**config.mk**
```make
export PLATFORM = sky130hd
export DESIGN_NAME = lpht_ctrl
export DESIGN_NICKNAME = d
export VERILOG_FILES = /design/src/lpht_pkg.sv /design/src/lpht_ctrl.sv
export SDC_FILE = /design/constraint.sdc
export NUM_CORES = 1
export LEC_CHECK = 0
export ABC_CLOCK_PERIOD_IN_PS = 1900
export BUFFER_PORTS_ARGS = -buffer_cell sky130_fd_sc_hd__buf_2
export CORE_AREA = 2 2 39 41
export CTS_BUF_LIST = sky130_fd_sc_hd__clkbuf_8
export DETAILED_ROUTE_END_ITERATION = 8
export DIE_AREA = 0 0 41 43
export PLACE_DENSITY = 0.65
export SKIP_CTS_REPAIR_TIMING = 1
export SKIP_LAST_GASP = 1
export SLEW_MARGIN = 5
export SYNTH_ARGS = -nofsm -noshare
export SYNTH_HDL_FRONTEND = slang
export SYNTH_SLANG_ARGS = --single-unit
```
**constraint.sdc**
```tcl
create_clock -name aclk -period 1.9 [get_ports aclk]
set_input_delay 0.285 -clock aclk [delete_from_list [all_inputs] [get_ports aclk]]
set_output_delay 0.285 -clock aclk [all_outputs]
set_load 0.05 [all_outputs]
```
**src/lpht_pkg.sv**
```systemverilog
`default_nettype none
// ----------------------------------------------------------------------------
// lpht_pkg
// Shared types and codes for the linear probing hash table core.
// ----------------------------------------------------------------------------
package lpht_pkg;

    localparam int SLOT_COUNT_DEF = 1024;
    localparam int VALUE_BITS_DEF = 64;

    localparam logic [3:0] SIZE_LOG2_RST = 4'd10;

    // command codes
    localparam logic [1:0] CMD_GET = 2'd0;
    localparam logic [1:0] CMD_SET = 2'd1;
    localparam logic [1:0] CMD_DEL = 2'd2;
    localparam logic [1:0] CMD_NOP = 2'd3;

    // result status codes
    localparam logic [1:0] STATUS_OK   = 2'd0;
    localparam logic [1:0] STATUS_MISS = 2'd1;
    localparam logic [1:0] STATUS_FULL = 2'd2;

    // slot marks
    localparam logic [1:0] MARK_EMPTY = 2'd0;
    localparam logic [1:0] MARK_FULL  = 2'd1;
    localparam logic [1:0] MARK_TOMB  = 2'd2;

    typedef enum logic [1:0] {
        WR_NONE   = 2'd0,
        WR_VALUE  = 2'd1,
        WR_TOMB   = 2'd2,
        WR_INSERT = 2'd3
    } wr_kind_t;

    typedef struct packed {
        logic [1:0]  command;
        logic [31:0] key_id;
        logic [31:0] key_hash;
        logic [63:0] value_in;
    } in_item_t;

    typedef struct packed {
        logic [1:0]  status;
        logic        flag;
        logic [63:0] value_out;
    } out_item_t;

    // controller -> datapath
    typedef struct packed {
        logic       clr_we;
        logic       load_item;
        logic       fetch;
        logic       step;
        logic       set_res;
        logic [1:0] res_status;
        logic       res_flag;
        logic       res_take_val;
        wr_kind_t   wr_kind;
        logic       count_inc;
        logic       push;
    } dp_cmd_t;

    // datapath -> controller
    typedef struct packed {
        logic       clr_last;
        logic [1:0] cmd;
        logic       over_load;
        logic       used_zero;
        logic       hit;
        logic       empty;
        logic       last;
        logic       have_slot;
        logic       ins_empty;
        logic       out_free;
    } dp_stat_t;

endpackage
`default_nettype wire

```
**src/lpht_ctrl.sv**
```systemverilog
`default_nettype none
// ----------------------------------------------------------------------------
// lpht_ctrl
// Sequencer: reset clear sweep, item intake, probe walk decisions and
// result hand-off.
// ----------------------------------------------------------------------------
module lpht_ctrl import lpht_pkg::*; (
    input  wire logic     aclk,
    input  wire logic     aresetn,
    input  wire logic     s_valid,
    output logic          s_ready,
    input  wire dp_stat_t stat,
    output dp_cmd_t       cmd
);

    typedef enum logic [4:0] {
        ST_CLEAR = 5'b00001,
        ST_IDLE  = 5'b00010,
        ST_FETCH = 5'b00100,
        ST_PROBE = 5'b01000,
        ST_DONE  = 5'b10000
    } state_t;

    state_t state_reg;
    state_t state_next;

    assign s_ready = (state_reg == ST_IDLE);

    always_comb begin
        state_next       = state_reg;
        cmd              = '0;
        cmd.wr_kind      = WR_NONE;
        cmd.res_status   = STATUS_OK;
        case (state_reg)
            ST_CLEAR: begin
                cmd.clr_we = 1'b1;
                if (stat.clr_last) begin
                    state_next = ST_IDLE;
                end
            end
            ST_IDLE: begin
                if (s_valid) begin
                    cmd.load_item = 1'b1;
                    state_next    = ST_FETCH;
                end
            end
            ST_FETCH: begin
                // early answers that need no probe
                if (stat.cmd == CMD_NOP) begin
                    cmd.set_res = 1'b1;
                    state_next  = ST_DONE;
                end else if (stat.cmd == CMD_SET && stat.over_load) begin
                    cmd.set_res    = 1'b1;
                    cmd.res_status = STATUS_FULL;
                    state_next     = ST_DONE;
                end else if (stat.cmd == CMD_DEL && stat.used_zero) begin
                    cmd.set_res    = 1'b1;
                    cmd.res_status = STATUS_MISS;
                    state_next     = ST_DONE;
                end else begin
                    cmd.fetch  = 1'b1;
                    state_next = ST_PROBE;
                end
            end
            ST_PROBE: begin
                if (stat.hit) begin
                    cmd.set_res = 1'b1;
                    state_next  = ST_DONE;
                    case (stat.cmd)
                        CMD_GET: begin
                            cmd.res_flag     = 1'b1;
                            cmd.res_take_val = 1'b1;
                        end
                        CMD_SET: begin
                            cmd.wr_kind = WR_VALUE;
                        end
                        CMD_DEL: begin
                            cmd.wr_kind  = WR_TOMB;
                            cmd.res_flag = 1'b1;
                        end
                        default: begin
                            cmd.res_flag = 1'b0;
                        end
                    endcase
                end else if (stat.empty || stat.last) begin
                    cmd.set_res = 1'b1;
                    state_next  = ST_DONE;
                    if (stat.cmd == CMD_SET) begin
                        if (stat.have_slot) begin
                            cmd.wr_kind   = WR_INSERT;
                            cmd.count_inc = stat.ins_empty;
                            cmd.res_flag  = 1'b1;
                        end else begin
                            cmd.res_status = STATUS_FULL;
                        end
                    end else begin
                        cmd.res_status = STATUS_MISS;
                    end
                end else begin
                    cmd.fetch = 1'b1;
                    cmd.step  = 1'b1;
                end
            end
            ST_DONE: begin
                if (stat.out_free) begin
                    cmd.push   = 1'b1;
                    state_next = ST_IDLE;
                end
            end
            default: begin
                state_next = ST_IDLE;
            end
        endcase
    end

    always_ff @(posedge aclk) begin
        if (!aresetn) begin
            state_reg <= ST_CLEAR;
        end else begin
            state_reg <= state_next;
        end
    end

    a_accept_starts: assert property (@(posedge aclk) disable iff (!aresetn)
        (s_valid && s_ready) |=> (state_reg == ST_FETCH))
        else $error("accepted word did not start a lookup");

    a_count_on_insert: assert property (@(posedge aclk) disable iff (!aresetn)
        cmd.count_inc |-> (cmd.wr_kind == WR_INSERT))
        else $error("occupancy bumped without an insert");

    a_no_write_in_clear: assert property (@(posedge aclk) disable iff (!aresetn)
        (state_reg == ST_CLEAR) |-> (cmd.wr_kind == WR_NONE && !s_ready))
        else $error("table access during clear sweep");

endmodule
`default_nettype wire

```
==> results.ini <==
[yosys]
postSynthAreaPerCell_um2=7.16
synth_top_area_share=0.225
synthTopCellsByCount=nand2_1 (6), nor3_1 (6), a21oi_1 (5), dfxtp_1 (5)
synth_area_um2=444
yosysUniqueCellTypes=31
synthTopCellsByArea=dfxtp_1 (23%), nor3_1 (6.8%), a21oi_1 (5.6%)
synth_seq_cells=5
ys.flop_type=dfxtp_1
yosys_warnings=0
yosysTopAreaCell=dfxtp_1
syn_inst=62
syn_nets=76
synth-edff-count=0
postSynth.asyncResetShare=0
yosysSeqAreaShare=0.225

[global_route]
antenna_found_initial=0
grt_usage=0.160
overflow=0
grt_max_degree=9
grt_pass1_wl_um=1900
grt_pass1_vias=501

[timing]
tightest_slew_ns=0.378
layout_setup_ws_ns=-0.0167
min_period_ns=1.92
finalCritPeriodShare=1.01
drv_slew=0
rsz0062_at_grt=yes
fmax_mhz=522
holdWs_ns=0.288
finalHoldViolations=0
slew-limit-headroom=0.748
finalSetupViolations=1
finClkSkew_ns=0.00139

[placement]
post_dp_cell_area_um2=656
preCtsSetupSlack_ns=0.0999
portBuffers=27
hpwl_um=1060
gp_congestion=0.831

[setup_path]
rrSetupSlack_ns=0.47
reg2regPathDepth=4
arrival_ns=1.63
start_kind=flip-flop
crit_type=reg -> out
worst_setup_path_end_kind=output port
timing.rr.start=state_reg[3]
cp_max_fo=4
crit_required_ns=1.62
reg2reg_to=state_reg[3]

[detailed_routing]
first_iter_violations=6
ant_nets=0
routed_wl_um=1430
drcViolationCount=0
wire_per_inst_um=12.4
dr.pass1.iters=4
via_per_inst=5.30
via_count=609

[final_layout]
antenna_cells=0
nets=114
drive_above_1_share=0.515
fill_cells=129
design_area_um2=800
largest_reg_flops=5
area_growth_pct=80.0

[min_path]
hp-start=stat[10]
holdPathStages=2
holdPathEnd=state_reg[0]
hold_path_class=in -> reg

[pwr]
ir_drop_uv=414
p_int_mw=0.289
p_leak_nw=0.371
sw_frac_of_total=0.300
power_frac_seq=0.274
p_per_area_mw_per_mm2=517
p_comb_frac=0.269
fin_total_pwr_mw=0.413
p_sw_mw=0.124
power_frac_clock=0.457

[cts]
clk_pin_slew_ns=0.03
htreeDepth=1
clockBufferDepth=2
ctsRootBufferMaster=clkbuf_8
cts_buffers=3
cts.sinks=5
clk_latency_ns=0.22
cts_tree=done

[floorplan]
std_cell_rows=14
core_area_mm2=0.00138
chipHeight_um=43
die_x_um=41
start_util=0.321
ios=28
dieArea_mm2=0.00176

[outcome]
violations=setup timing
outcome=finished, violations left

[job]
cap_violations=0

==> worst max-delay path by stage <==
stage	from	end	slack [ns]	depth (start not counted)
final	state_reg[3]	cmd[10]	-0.02	4
after global routing	state_reg[3]	cmd[10]	-0.04	4
after detailed placement	state_reg[1]	cmd[6]	0.1	5
after floorplan	state_reg[1]	cmd[2]	-0.24	3
after global placement	state_reg[1]	cmd[1]	0.14	4
after CTS	state_reg[1]	cmd[1]	-0.14	4
==> kinds of logic (layout without fill, tap and decap cells) <==
family | after synthesis | after routing | share of synthesized area
AO/OA/AOI/OAI | 18 | 18 | 0.251
buffers and inverters | 4 | 41 | 0.0338
AND/OR/NAND/NOR | 35 | 35 | 0.490
flip-flops | 5 | 5 | 0.225
==> layer usage <==
layer  global-route usage  vias up  share of wire
met2                0.269       30           0.52
met5                    0        -              0
met3               0.0157        2          0.055
met1                0.167      267           0.41
met4                0.120        0          0.013
li1                     -      310              -
==> stage by stage <==
| step | TNS [ns] | instances | utilization |
|---|---|---|---|
| 6_report | -0.0167 | 115 | 0.578 |
| 3_3_place_gp | 0 | 111 | 0.474 |
| 2_1_floorplan | -0.672 | 62 | - |
| 4_1_cts | -0.576 | 115 | 0.506 |
| 5_1_grt | -0.0639 | 115 | 0.578 |
| 3_5_place_dp | 0 | 111 | 0.474 |
==> power groups by stage <==
stage / registers, mW / clock network (mW) / logic, mW
2_1_floorplan: 0.118 / 0 / 0.0515
3_3_place_gp: 0.114 / 0 / 0.0950
3_5_place_dp: 0.114 / 0 / 0.0961
4_1_cts: 0.113 / 0.194 / 0.0966
5_1_grt: 0.113 / 0.199 / 0.120
6_report: 0.113 / 0.189 / 0.111
==> critical path: stages, from the launching register on <==
cell and delay, ns:
dfxtp_1 0.30, or2_4 0.27, or4b_4 0.50, o21ai_4 0.16
buf_6 0.18
==> cell type report <==
class                   count  area (um^2)  share of cell area
clock buffers               3         41.3              0.0516
clock inverters             1         3.75             0.00469
inverters                   4         15.0              0.0188
multi-input cells          53          410               0.513
flip-flops and latches      5          100               0.125
well taps                  16         20.0              0.0250
repair buffers             33          209               0.261
==> cell usage in the layout (no fill, tap or decap), types with 2 or more instances in the layout <==
cell,count
buf_2,20
buf_4,8
a21oi_1,5
nand2_1,5
inv_1,5
dfxtp_1,5
nand2b_1,4
nor3_1,3
o21ai_0,3
clkbuf_8,3
buf_6,3
nor3_4,2
a31oi_1,2
clkbuf_4,2
Power figures use the tool's default switching activity.
